===== src/rtl/cfp_pkg.sv =====
`default_nettype none

package cfp_pkg;

  // Default number of digits per coordinate
  localparam int DIGITS_DEF = 3;

  // Queue between parser and LCD sequencer
  localparam int QUEUE_DEPTH = 4;

  // Idle counter and threshold
  localparam int           THRESH_W     = 4;
  localparam logic [3:0]   THRESH_RESET = 4'd3;
  localparam logic [3:0]   IDLE_RESET   = 4'd3;
  localparam logic [3:0]   IDLE_MAX     = 4'hF;

  // Byte classes and keys
  localparam logic [7:0] DIGIT_MAX = 8'h39;
  localparam logic [7:0] KEY_NONE  = 8'h00;
  localparam logic [7:0] KEY_X     = 8'h58;
  localparam logic [7:0] KEY_Y     = 8'h59;
  localparam logic [7:0] KEY_Z     = 8'h5A;

  // LCD characters and cursor commands
  localparam logic [7:0] CHAR_EQ   = 8'h3D;
  localparam logic [7:0] CHAR_ZERO = 8'h30;
  localparam logic [7:0] CURSOR_X  = 8'h80;
  localparam logic [7:0] CURSOR_Y  = 8'h88;
  localparam logic [7:0] CURSOR_Z  = 8'hC0;

  // Beat positions within an LCD update
  localparam int BEAT_CURSOR = 0;
  localparam int BEAT_LETTER = 1;
  localparam int BEAT_EQUAL  = 2;
  localparam int BEAT_DIGIT0 = 3;

  typedef enum logic [1:0] {
    AXIS_X = 2'd0,
    AXIS_Y = 2'd1,
    AXIS_Z = 2'd2
  } axis_t;

  // One queued job for the LCD sequencer
  typedef struct packed {
    logic  write;
    axis_t axis;
    logic  led;
  } cfp_cmd_t;

  function automatic logic [7:0] cursor_cmd(input axis_t axis);
    logic [7:0] c;
    case (axis)
      AXIS_X:  c = CURSOR_X;
      AXIS_Y:  c = CURSOR_Y;
      AXIS_Z:  c = CURSOR_Z;
      default: c = CURSOR_X;
    endcase
    return c;
  endfunction

endpackage

`default_nettype wire


===== src/rtl/cfp_in_if.sv =====
`default_nettype none

interface cfp_in_if;
  logic       valid;
  logic       ready;
  logic       kind;
  logic [7:0] rx_byte;

  modport source (output valid, output kind, output rx_byte, input ready);
  modport sink   (input valid, input kind, input rx_byte, output ready);
endinterface

`default_nettype wire


===== src/rtl/cfp_out_if.sv =====
`default_nettype none

interface cfp_out_if;
  logic       valid;
  logic       ready;
  logic       lcd_valid;
  logic       lcd_is_command;
  logic [7:0] lcd_byte;
  logic       led_on;
  logic       last;

  modport source (output valid, output lcd_valid, output lcd_is_command, output lcd_byte,
                  output led_on, output last, input ready);
  modport sink   (input valid, input lcd_valid, input lcd_is_command, input lcd_byte,
                  input led_on, input last, output ready);
endinterface

`default_nettype wire


===== src/rtl/coord_frame_parser_lcd_update.sv =====
// Coordinate frame parser with LCD update. Each input beat is a received bus byte (kind 0)
// or a timer tick (kind 1). A parser takes one beat per clock while its job queue
// (QUEUE_DEPTH entries) has room. A commit that changes an axis value yields DIGITS+3
// output beats (cursor command, letter, '=', digits), and any other input yields a single
// output beat; the final beat of each input is marked by last. An input is first written
// into the queue and then loaded into the LCD sequencer's job register before its first
// output beat is offered. The LCD sequencer sends one beat per clock while out_ch.ready
// is high; the queue absorbs bursts so input and output stall independently. The user
// must write idle_threshold through cfg_wr_en/cfg_wr_data only while the block is idle;
// the block itself does not enforce this.
`default_nettype none

module coord_frame_parser_lcd_update #(
  parameter int DIGITS = cfp_pkg::DIGITS_DEF
) (
  input  wire logic                         clk,
  input  wire logic                         rst,
  input  wire logic                         cfg_wr_en,
  input  wire logic [cfp_pkg::THRESH_W-1:0] cfg_wr_data,
  cfp_in_if.sink                            in_ch,
  cfp_out_if.source                         out_ch
);
  import cfp_pkg::*;

  localparam int QW = $bits(cfp_cmd_t) + 8 * DIGITS;

  logic                   q_full, q_empty, q_push, q_pop;
  cfp_cmd_t               push_cmd, pop_cmd;
  logic [DIGITS-1:0][7:0] push_digits, pop_digits;
  logic [QW-1:0]          q_wr_data, q_rd_data;

  cfp_front #(.DIGITS(DIGITS)) u_front (
    .clk        (clk),
    .rst        (rst),
    .cfg_wr_en  (cfg_wr_en),
    .cfg_wr_data(cfg_wr_data),
    .in_ch      (in_ch),
    .q_full     (q_full),
    .q_push     (q_push),
    .q_cmd      (push_cmd),
    .q_digits   (push_digits)
  );

  assign q_wr_data = {push_cmd, push_digits};

  cfp_queue #(.WIDTH(QW), .DEPTH(QUEUE_DEPTH)) u_queue (
    .clk    (clk),
    .rst    (rst),
    .wr_en  (q_push),
    .wr_data(q_wr_data),
    .full   (q_full),
    .rd_en  (q_pop),
    .rd_data(q_rd_data),
    .empty  (q_empty)
  );

  assign {pop_cmd, pop_digits} = q_rd_data;

  cfp_back #(.DIGITS(DIGITS)) u_back (
    .clk     (clk),
    .rst     (rst),
    .q_empty (q_empty),
    .q_pop   (q_pop),
    .q_cmd   (pop_cmd),
    .q_digits(pop_digits),
    .out_ch  (out_ch)
  );

endmodule

`default_nettype wire


===== src/rtl/cfp_front.sv =====
`default_nettype none

module cfp_front #(
  parameter int DIGITS = cfp_pkg::DIGITS_DEF
) (
  input  wire logic                         clk,
  input  wire logic                         rst,
  input  wire logic                         cfg_wr_en,
  input  wire logic [cfp_pkg::THRESH_W-1:0] cfg_wr_data,
  cfp_in_if.sink                            in_ch,
  input  wire logic                         q_full,
  output logic                              q_push,
  output cfp_pkg::cfp_cmd_t                 q_cmd,
  output logic [DIGITS-1:0][7:0]            q_digits
);
  import cfp_pkg::*;

  localparam int CW = $clog2(DIGITS + 1);

  logic [THRESH_W-1:0]      idle_threshold;
  logic [7:0]               held_key, held_key_next;
  logic [DIGITS-1:0][7:0]   digit_buffer, digit_buffer_next, buf_fill;
  logic [CW-1:0]            digit_count, digit_count_next;
  logic [DIGITS-1:0][7:0]   shown_coords [3];
  logic [DIGITS-1:0][7:0]   shown_next [3];
  logic [3:0]               idle_ticks, idle_ticks_next;
  logic                     led_level, led_level_next;
  logic                     axis_hit, write_lcd;
  axis_t                    axis_sel;

  // Accept a beat whenever the queue has room
  assign in_ch.ready = !q_full;
  assign q_push      = in_ch.valid && !q_full;

  // Parse one beat
  always_comb begin
    held_key_next     = held_key;
    digit_count_next  = digit_count;
    buf_fill          = digit_buffer;
    digit_buffer_next = digit_buffer;
    shown_next        = shown_coords;
    idle_ticks_next   = idle_ticks;
    led_level_next    = led_level;
    axis_hit          = 1'b0;
    axis_sel          = AXIS_X;
    write_lcd         = 1'b0;
    if (in_ch.kind) begin
      if (idle_ticks >= idle_threshold) led_level_next = ~led_level;
      if (idle_ticks != IDLE_MAX) idle_ticks_next = idle_ticks + 4'd1;
    end else begin
      if (in_ch.rx_byte > DIGIT_MAX) begin
        held_key_next = in_ch.rx_byte;
      end else if (digit_count < CW'(DIGITS)) begin
        for (int i = 0; i < DIGITS; i++) begin
          if (digit_count == CW'(i)) buf_fill[i] = in_ch.rx_byte;
        end
        digit_count_next = digit_count + CW'(1);
      end
      digit_buffer_next = buf_fill;
      // Commit once the frame is complete
      if (digit_count_next == CW'(DIGITS) && held_key_next > DIGIT_MAX) begin
        unique case (held_key_next)
          KEY_X: begin axis_hit = 1'b1; axis_sel = AXIS_X; end
          KEY_Y: begin axis_hit = 1'b1; axis_sel = AXIS_Y; end
          KEY_Z: begin axis_hit = 1'b1; axis_sel = AXIS_Z; end
          default: axis_hit = 1'b0;
        endcase
        if (axis_hit) begin
          write_lcd            = (shown_coords[axis_sel] != buf_fill);
          shown_next[axis_sel] = buf_fill;
        end
        held_key_next     = KEY_NONE;
        digit_count_next  = '0;
        digit_buffer_next = '0;
      end
      led_level_next  = 1'b1;
      idle_ticks_next = '0;
    end
  end

  // Queue job
  always_comb begin
    q_cmd.write = write_lcd;
    q_cmd.axis  = axis_sel;
    q_cmd.led   = led_level_next;
    q_digits    = buf_fill;
  end

  // Hold threshold register
  always_ff @(posedge clk) begin
    if (rst) begin
      idle_threshold <= THRESH_RESET;
    end else if (cfg_wr_en) begin
      idle_threshold <= cfg_wr_data;
    end
  end

  // Advance parser state
  always_ff @(posedge clk) begin
    if (rst) begin
      held_key     <= KEY_NONE;
      digit_buffer <= '0;
      digit_count  <= '0;
      for (int a = 0; a < 3; a++) begin
        shown_coords[a] <= {DIGITS{CHAR_ZERO}};
      end
      idle_ticks   <= IDLE_RESET;
      led_level    <= 1'b0;
    end else if (q_push) begin
      held_key     <= held_key_next;
      digit_buffer <= digit_buffer_next;
      digit_count  <= digit_count_next;
      shown_coords <= shown_next;
      idle_ticks   <= idle_ticks_next;
      led_level    <= led_level_next;
    end
  end

endmodule

`default_nettype wire


===== src/rtl/cfp_queue.sv =====
`default_nettype none

module cfp_queue #(
  parameter int WIDTH = 8,
  parameter int DEPTH = cfp_pkg::QUEUE_DEPTH
) (
  input  wire logic             clk,
  input  wire logic             rst,
  input  wire logic             wr_en,
  input  wire logic [WIDTH-1:0] wr_data,
  output logic                  full,
  input  wire logic             rd_en,
  output logic [WIDTH-1:0]      rd_data,
  output logic                  empty
);
  import cfp_pkg::*;

  localparam int PW = $clog2(DEPTH);
  localparam int NW = $clog2(DEPTH + 1);

  logic [WIDTH-1:0] slots [DEPTH];
  logic [PW-1:0]    wr_ptr, rd_ptr;
  logic [NW-1:0]    fill;
  logic             do_wr, do_rd;

  assign full    = (fill == NW'(DEPTH));
  assign empty   = (fill == '0);
  assign do_wr   = wr_en && !full;
  assign do_rd   = rd_en && !empty;
  assign rd_data = slots[rd_ptr];

  // Store entries
  always_ff @(posedge clk) begin
    if (do_wr) slots[wr_ptr] <= wr_data;
  end

  // Advance pointers and fill count
  always_ff @(posedge clk) begin
    if (rst) begin
      wr_ptr <= '0;
      rd_ptr <= '0;
      fill   <= '0;
    end else begin
      if (do_wr) wr_ptr <= (wr_ptr == PW'(DEPTH - 1)) ? '0 : wr_ptr + PW'(1);
      if (do_rd) rd_ptr <= (rd_ptr == PW'(DEPTH - 1)) ? '0 : rd_ptr + PW'(1);
      if (do_wr && !do_rd)      fill <= fill + NW'(1);
      else if (do_rd && !do_wr) fill <= fill - NW'(1);
    end
  end

endmodule

`default_nettype wire


===== src/rtl/cfp_back.sv =====
`default_nettype none

module cfp_back #(
  parameter int DIGITS = cfp_pkg::DIGITS_DEF
) (
  input  wire logic                   clk,
  input  wire logic                   rst,
  input  wire logic                   q_empty,
  output logic                        q_pop,
  input  wire cfp_pkg::cfp_cmd_t      q_cmd,
  input  wire logic [DIGITS-1:0][7:0] q_digits,
  cfp_out_if.source                   out_ch
);
  import cfp_pkg::*;

  localparam int BEATS = DIGITS + 3;
  localparam int IW    = $clog2(BEATS);

  logic                   busy;
  logic [IW-1:0]          idx;
  cfp_cmd_t               cmd;
  logic [DIGITS-1:0][7:0] digits;
  logic                   last_beat;
  logic [7:0]             lcd_byte;

  assign last_beat = !cmd.write || (idx == IW'(BEATS - 1));

  // Load the next job when idle or when the last beat leaves
  assign q_pop = !q_empty && (!busy || (out_ch.ready && last_beat));

  always_ff @(posedge clk) begin
    if (rst) begin
      busy <= 1'b0;
      idx  <= '0;
    end else if (q_pop) begin
      busy <= 1'b1;
      idx  <= '0;
    end else if (busy && out_ch.ready) begin
      if (last_beat) busy <= 1'b0;
      else           idx  <= idx + IW'(1);
    end
  end

  always_ff @(posedge clk) begin
    if (q_pop) begin
      cmd    <= q_cmd;
      digits <= q_digits;
    end
  end

  // Select the byte for the current beat
  always_comb begin
    lcd_byte = '0;
    if (cmd.write) begin
      case (idx)
        IW'(BEAT_CURSOR): lcd_byte = cursor_cmd(cmd.axis);
        IW'(BEAT_LETTER): lcd_byte = 8'(KEY_X + 8'(cmd.axis));
        IW'(BEAT_EQUAL):  lcd_byte = CHAR_EQ;
        default: begin
          for (int i = 0; i < DIGITS; i++) begin
            if (idx == IW'(BEAT_DIGIT0 + i)) lcd_byte = digits[i];
          end
        end
      endcase
    end
  end

  assign out_ch.valid          = busy;
  assign out_ch.lcd_valid      = cmd.write;
  assign out_ch.lcd_is_command = cmd.write && (idx == IW'(BEAT_CURSOR));
  assign out_ch.lcd_byte       = lcd_byte;
  assign out_ch.led_on         = cmd.led;
  assign out_ch.last           = last_beat;

endmodule

`default_nettype wire

===== src/flat_wrapper.sv =====
// flat-port wrapper written by rule: the top's interface ports become plain ports
module coord_frame_parser_lcd_update_flat import cfp_pkg::*;
#(
  parameter int DIGITS = cfp_pkg::DIGITS_DEF
)
  (clk, rst, cfg_wr_en, cfg_wr_data, in_ch_valid, in_ch_kind, in_ch_rx_byte, in_ch_ready, out_ch_valid, out_ch_lcd_valid, out_ch_lcd_is_command, out_ch_lcd_byte, out_ch_led_on, out_ch_last, out_ch_ready);
  cfp_in_if in_ch_i ();
  cfp_out_if out_ch_i ();
  input  wire logic clk;
  input  wire logic rst;
  input  wire logic cfg_wr_en;
  input  wire logic [cfp_pkg::THRESH_W-1:0] cfg_wr_data;
  input wire logic [$bits(in_ch_i.valid)-1:0] in_ch_valid;
  input wire logic [$bits(in_ch_i.kind)-1:0] in_ch_kind;
  input wire logic [$bits(in_ch_i.rx_byte)-1:0] in_ch_rx_byte;
  output wire logic [$bits(in_ch_i.ready)-1:0] in_ch_ready;
  output wire logic [$bits(out_ch_i.valid)-1:0] out_ch_valid;
  output wire logic [$bits(out_ch_i.lcd_valid)-1:0] out_ch_lcd_valid;
  output wire logic [$bits(out_ch_i.lcd_is_command)-1:0] out_ch_lcd_is_command;
  output wire logic [$bits(out_ch_i.lcd_byte)-1:0] out_ch_lcd_byte;
  output wire logic [$bits(out_ch_i.led_on)-1:0] out_ch_led_on;
  output wire logic [$bits(out_ch_i.last)-1:0] out_ch_last;
  input wire logic [$bits(out_ch_i.ready)-1:0] out_ch_ready;
  assign in_ch_i.valid = in_ch_valid;
  assign in_ch_i.kind = in_ch_kind;
  assign in_ch_i.rx_byte = in_ch_rx_byte;
  assign in_ch_ready = in_ch_i.ready;
  assign out_ch_valid = out_ch_i.valid;
  assign out_ch_lcd_valid = out_ch_i.lcd_valid;
  assign out_ch_lcd_is_command = out_ch_i.lcd_is_command;
  assign out_ch_lcd_byte = out_ch_i.lcd_byte;
  assign out_ch_led_on = out_ch_i.led_on;
  assign out_ch_last = out_ch_i.last;
  assign out_ch_i.ready = out_ch_ready;
  coord_frame_parser_lcd_update #(.DIGITS(DIGITS)) u_core (.clk(clk), .rst(rst), .cfg_wr_en(cfg_wr_en), .cfg_wr_data(cfg_wr_data), .in_ch(in_ch_i), .out_ch(out_ch_i));
endmodule

===== config.mk =====
export PLATFORM = sky130hd
export DESIGN_NAME = coord_frame_parser_lcd_update_flat
export DESIGN_NICKNAME = d
export VERILOG_FILES = /design/src/rtl/cfp_pkg.sv /design/src/rtl/cfp_in_if.sv /design/src/rtl/cfp_out_if.sv /design/src/rtl/coord_frame_parser_lcd_update.sv /design/src/rtl/cfp_front.sv /design/src/rtl/cfp_queue.sv /design/src/rtl/cfp_back.sv /design/src/flat_wrapper.sv
export SDC_FILE = /design/constraint.sdc
export NUM_CORES = 1
export LEC_CHECK = 0
export BUFFER_PORTS_ARGS = -buffer_cell sky130_fd_sc_hd__buf_4
export CAP_MARGIN = 20
export CELL_PAD_IN_SITES_DETAIL_PLACEMENT = 0
export CELL_PAD_IN_SITES_GLOBAL_PLACEMENT = 1
export CORE_ASPECT_RATIO = 0.7
export CORE_UTILIZATION = 30
export DETAILED_ROUTE_END_ITERATION = 8
export PLACE_DENSITY = 0.48
export SLEW_MARGIN = 20
export SYNTH_ARGS = -nofsm -noshare
export SYNTH_HDL_FRONTEND = slang
export SYNTH_HIERARCHICAL = 1
export SYNTH_SLANG_ARGS = --single-unit

===== constraint.sdc =====
create_clock -name clk -period 4.42 [get_ports clk]
set_input_delay 0.884 -clock clk [delete_from_list [all_inputs] [get_ports clk]]
set_output_delay 0.884 -clock clk [all_outputs]
set_load 0.03 [all_outputs]

# Word level (Yosys, flattened, before mapping)
# Memories as Yosys holds them, arrays and structs flattened. A register that Yosys moved wholly into a read port is not among the register bits.
# Cells that the tools add are included.
[classes]
reduce_logical = 32
eq_ne = 19
bitwise_logic = 4
muxes = 51
magnitude_cmp = 6
addsub = 8
[op_table]
columns = ["operator", "count"]
rows = [
  ["24-bit two-way mux", 8],
  ["8-bit two-way mux", 10],
  ["72-bit bitwise mux", 1],
  ["24-bit binary-select mux with 2-bit select", 1],
  ["24-bit demux with 2-bit select", 1],
  ["8-bit by 7-bit equality test with 1-bit output (second input constant)", 3],
  ["24-bit != test", 1],
  ["8-bit one-hot mux with 3 select lines", 1],
  ["2-bit two-way mux", 10],
  ["8-bit by 6-bit greater-than comparator with 1-bit output (second input constant)", 2],
  ["7-bit one-hot mux with 2 select lines", 1],
  ["1-bit two-way mux", 13],
  ["1-bit logical AND", 11],
  ["2-bit equality test (second input constant)", 5],
  ["3-bit equality test (second input constant)", 3],
  ["7-bit by 2-bit adder with 8-bit output (first input constant)", 1],
  ["4-bit two-way mux", 2],
  ["2-bit AND reduction", 4],
  ["2-bit by 1-bit adder with 2-bit output (second input constant)", 3],
  ["3-bit by 1-bit adder with 3-bit output (second input constant)", 2],
  ["3-bit by 2-bit equality test with 1-bit output (second input constant)", 2],
  ["1-bit zero test", 6],
  ["3-bit zero test", 2],
  ["3-bit two-way mux", 2],
  ["19 further kinds", 25],
]
[totals]
input_bits = 18
word_cells = 143
mem_bits_rw = 112
regBits = 126
memories = 1
[mem_list]
columns = ["memory", "words", "width", "rd", "rd_ports_with_merged_regs", "wr", "line", "rtl"]
rows = [
  ["u_core.u_queue.slots", 4, 28, 1, 1, 1, "cfp_queue.sv:21", "logic [WIDTH-1:0] slots [DEPTH];"],
]

# Longest topological paths before layout
[logic_depth]
ltp_word = 16
ltp_mapped = 14

# Hierarchy
# The synthesis kept the hierarchy.
[modules_own_cells]
columns = ["module", "area_each_um2", "instances", "cells_each", "seq_area_each_um2"]
rows = [
  ["cfp_front", 5755.5, 1, 667, 2302.2],
  ["cfp_queue", 4541.9, 1, 196, 3543.4],
  ["cfp_back", 1540.2, 1, 126, 920.9],
]

# Worst setup path before layout
# No wires, ideal clock.
[synth_timing]
path_type = "input port to flip-flop"
startpoint = "in in_ch_rx_byte[3]"
endpoint = "mem u_core/u_queue/slots[0][27] in the netlist's numbering (data pin)"
setup_time_ns = 0.254
setup_slack_ns = 0.633
path_stages = 10
arrival_time_ns = 3.533
t_required_ns = 4.166
cell_sequence = "buf_2 > o2111ai_2 > a32o_1 > o21a_2 > o311ai_0 > xor2_1 > o31a_1 > or4_1 > o311a_1 > buf_4"
[synth_between]
elab_chain_len = 15
elab_cells_between_ends = 32
cone_classes = "2 x order compare; 5 x eq/ne; 22 x mux; 1 x bitwise; 2 x reduce/logical"
[synth_rtl]
columns = ["item", "line", "rtl"]
rows = [
  ["start: declaration", "flat_wrapper.sv:15", "input wire logic [$bits(in_ch_i.rx_byte)-1:0] in_ch_rx_byte;"],
  ["8-bit by 6-bit greater-than comparator with 1-bit output", "cfp_front.sv:51", "if (in_ch.rx_byte > DIGIT_MAX) begin"],
  ["8-bit two-way mux", "cfp_front.sv:51", ""],
  ["8-bit two-way mux", "cfp_front.sv:47", "if (in_ch.kind) begin"],
  ["8-bit by 7-bit equality test with 1-bit output", "cfp_front.sv:62", "unique case (held_key_next)"],
  ["2-bit one-hot mux with 2 select lines", "cfp_front.sv:62", ""],
  ["2-bit two-way mux", "cfp_front.sv:61", "if (digit_count_next == CW'(DIGITS) && held_key_next > DIGIT_MAX) begin"],
  ["2-bit two-way mux", "cfp_front.sv:47", ""],
  ["2-bit inverter with 3-bit output (not written as such)", "cfp_front.sv:69", "write_lcd = (shown_coords[axis_sel] != buf_fill);"],
  ["24-bit binary-select mux with 2-bit select", "cfp_front.sv:69", ""],
  ["24-bit two-way mux (not written as such) (2 in series)", "cfp_front.sv:69", ""],
  ["24-bit != test", "cfp_front.sv:69", ""],
  ["1-bit two-way mux", "cfp_front.sv:68", "if (axis_hit) begin"],
  ["1-bit two-way mux (*)", "cfp_front.sv:61", ""],
  ["1-bit two-way mux (*)", "cfp_front.sv:47", ""],
  ["via u_core.u_front.write_lcd", "cfp_front.sv:28", "logic axis_hit, write_lcd;"],
  ["end: declaration", "cfp_queue.sv:21", ""],
]
# The timed path passes the listed nets; every way through them passes the cells marked *. The select of a mux whose other input is x is not followed.

# Worst setup path after layout
[layout_timing]
startpoint = "reg u_core.u_back.idx[1]"
endpoint = "out out_ch_lcd_byte[0]"
[layout_between]
elab_chain_len = 6
elab_cells_between_ends = 11
cone_classes = "5 x eq/ne; 5 x mux; 1 x reduce/logical"
[layout_rtl]
columns = ["item", "line", "rtl"]
rows = [
  ["start: declaration", "cfp_back.sv:20", "logic [IW-1:0] idx;"],
  ["start signal: assignment", "cfp_back.sv:40", "else idx <= idx + IW'(1);"],
  ["3-bit by 2-bit equality test with 1-bit output", "cfp_back.sv:61", "if (idx == IW'(BEAT_DIGIT0 + i)) lcd_byte = digits[i];"],
  ["8-bit two-way mux (3 in series)", "cfp_back.sv:61", ""],
  ["8-bit one-hot mux with 3 select lines (*)", "cfp_back.sv:55", "case (idx)"],
  ["8-bit two-way mux (*)", "cfp_back.sv:54", "if (cmd.write) begin"],
  ["end: declaration", "flat_wrapper.sv:20", "output wire logic [$bits(out_ch_i.lcd_byte)-1:0] out_ch_lcd_byte;"],
]
# Mark *: on every way between the ends. The rest lies on a longest branch, timed or not.

==> metrics <==
Pwr Density=518 mW/mm2; first-pass GRT wire length=52000 um; Total Neg Setup Slack=0 ps; number of H-tree levels=1; Yosys top cell by area=edfxtp_1; drt total wl=roughly 34000 um; remaining antenna violation count after routing=0; Skew-Pair Late Insertion Delay=560 ps; PortBufs=31; post-synthesis sequential area ratio=0.572; Final Setup Violations=0; Worst Hold Slack=approximately 460 ps; cells along the critical path=inv_1 > ha_1 > nor3_1 > nor2_1 > o311a_2 > buf_4; Remaining DRCs=0; FMAX=0.274 GHz; fin crit period=3650 ps; Netlist cell types=87; I/O pin cnt=32; top-count cell post-synth=edfxtp_1; crit-path max cell delay=about 540 ps; hold_sp=u_core/u_front/shown_coords[30]; Layout area overhead=16.9%; Fillers=around 3800; gpl congestion=0.844; clk root buf=clkbuf_16; clock group share of total power=0.369; area of the multi-input gates=0.00462 mm2; layout cell share with drive strength beyond 1=0.188; Die X=between 200 and 250 um; average routed wire per standard cell=21.3 um; worst r2r src=u_core/u_front/held_key[0]; First-pass DRT Iterations=4; Resize count post-CTS=0; period utilization=0.827; largest net degree at the start of global routing=57; Worst EP arrival=between 2000 and 3000 ps; TritonCTS Buffers=28; dpl hpwl=between 20000 and 25000 um; yosys warns=6; measured slew at the worst slew-check pin=826 ps; Pint=0.00521 W; EDFF count, synth=140; Die Span Y=between 150 and 200 um; FP Rows=60; Worst Path Required=approximately 3500 ps; gr usage total=0.172; Setup Fix Bufs, Post-CTS=0; crit path launch type=flop; Final WS setup=766 ps; max_slew headroom=0.449; maximum vdd ir drop=0.000251 V; ys flop type=edfxtp_1; Initial DRC Count=525; Mapped Nets=1024; Worst Setup SP=u_core/u_back/idx[1]; status=finished clean; synthesized instance count=989; Post-synth top cells=edfxtp_1 (140), dfxtp_1 (128), nand2_1 (75); Logic pwr share=0.174; max-capacitance violation count=0; CTS max path bufs=3; Lkg Pwr=4.77 nW; n_diodes=0; initial antenna violation count=1; Final nets=approximately 1100; Clock transition at path regs=60 ps; Flop pwr share=0.457; WS Path Type=flop to output pin; crit end category=output pin; Net Sw Power=0.00196 W; Seq cells post-synth=around 270; hold-fix buffers at CTS=0; Sw Ratio=0.273; Via density=slightly above 5; Pins Over Slew Limit=0; total grt overflow=0; Core ar.=0.0387 mm2; die area=between 0.04 and 0.05 mm2; top fanout value on the critical path=22; syn avg cell area=12.0 um2; Area contributors post-synth=edfxtp_1 (36%), dfxtp_1 (22%), mux4_2 (5.3%); Place WS=roughly 250 ps; vias in the first global route=8009; Worst Hold Class=flop to flop; FF+latch area=0.00677 mm2; slowest CP cell=nor3_1; Synth async-reset ratio=0; area of the mapped netlist=approximately 0.012 mm2; clock skew=roughly 11 ps; RSZ-0062 raised after global routing=no; initial cell density of the core=0.306; clock tree from TritonCTS=done; clk sinks=268; Final Util=0.358; via count=8007; Hold Vio Cnt, Final=0; top cell type's share of synthesized area=0.355
[power by group through the flow]
stage          Combinational, W  Clock [W]  Sequential (W)
6_report                0.00124    0.00265         0.00328
5_1_grt                 0.00137    0.00282         0.00333
4_1_cts                 0.00127    0.00272         0.00329
3_5_place_dp            0.00126          0         0.00333
3_3_place_gp            0.00126          0         0.00335
2_1_floorplan          0.000912          0         0.00324
[critical path, delay by kind of cell (launching register included)]
family,cells,cell delay [ps]
buffers and inverters,2,250
DFF,1,380
and+or+nand+nor,2,690
AOI/OAI and AO/OA,1,430
adders and majority gates,1,460
[area by class of cell]
type / instances / share of cell area
clock inverters: 16 / 0.0179
inverters: 30 / 0.00949
flip-flops and latches: 268 / 0.489
well taps: 527 / 0.0476
clock buffers: 36 / 0.0572
multi-input cells: 625 / 0.334
repair buffers: 82 / 0.0454
[worst paths after layout]
check	to	cells after the start	slack, ps
min	u_core/u_front/shown_coords[30]	2	460
max	out_ch_lcd_byte[0]	6	770
max reg2reg	u_core/u_queue/slots[1][27]	10	1040
min reg2reg	u_core/u_front/shown_coords[30]	2	460
[cells by family (layout without fill, tap and decap cells)]
kind of cell / Yosys count / count (layout) / synth area share
DFF: 268 / 268 / 0.572
and+or+nand+nor: 265 / 265 / 0.109
AOI/OAI and AO/OA: 256 / 256 / 0.160
buffers and inverters: 96 / 164 / 0.0394
muxes: 63 / 63 / 0.0839
xor gates and xnor gates: 24 / 24 / 0.0178
adders and majority gates: 17 / 17 / 0.0186
[flip-flops by register name (all words and copies together) (netlist names), 2 cells and up, named ones only]
name and count:
u_core/u_queue/rd_ptr 2, u_core/u_front/digit_buffer 24, u_core/u_front/digit_count 2, u_core/u_front/idle_threshold 4, u_core/u_queue/fill 3, u_core/u_front/held_key 8, u_core/u_back/cmd 2, u_core/u_front/shown_coords 72
u_core/u_back/digits 24, u_core/u_front/idle_ticks 4, u_core/u_queue/wr_ptr 2, u_core/u_back/idx 3, u_core/u_queue/slots 112
[cells in the final DEF (no fill, tap or decap), types with 5 or more instances in the layout]
| cell type | n |
|---|---|
| buf_4 | 81 |
| a32o_1 | 12 |
| nand2b_1 | 6 |
| nand3b_1 | 7 |
| o211ai_1 | 20 |
| and3_1 | 8 |
| nor2b_1 | 10 |
| a211oi_1 | 36 |
| a21oi_1 | 48 |
| o21ai_0 | 27 |
| mux2_2 | 10 |
| edfxtp_1 | 140 |
| nand3_1 | 32 |
| inv_1 | 26 |
| mux2i_1 | 25 |
| and2_1 | 5 |
| nand4_1 | 11 |
| nor3_1 | 10 |
| xnor2_1 | 19 |
| nand2_1 | 75 |
| o22ai_1 | 10 |
| xor2_1 | 5 |
| dfxtp_1 | 127 |
| ha_1 | 16 |
| or3_1 | 7 |
| nor2_1 | 70 |
| a22oi_1 | 22 |
| bufinv_16 | 6 |
| clkbuf_16 | 29 |
| a22o_1 | 17 |
| mux4_2 | 28 |
[stage by stage]
stage               power (W)  area (um2)  std cells
floorplan             0.00415       11800        989
global placement      0.00461       12800       1532
detailed placement    0.00460       12800       1532
CTS                   0.00728       13800       1584
global route          0.00751       13800       1584
finish                0.00717       13800       1584
[layer usage]
layer,vias up,GRT usage,wire (um)
li1,3864,-,-
met1,3964,0.265,18000
met2,140,0.243,13500
met3,39,0.0374,1630
met4,0,0.0334,572
met5,-,0,0
No activity file was read; power rests on OpenSTA's default activity.
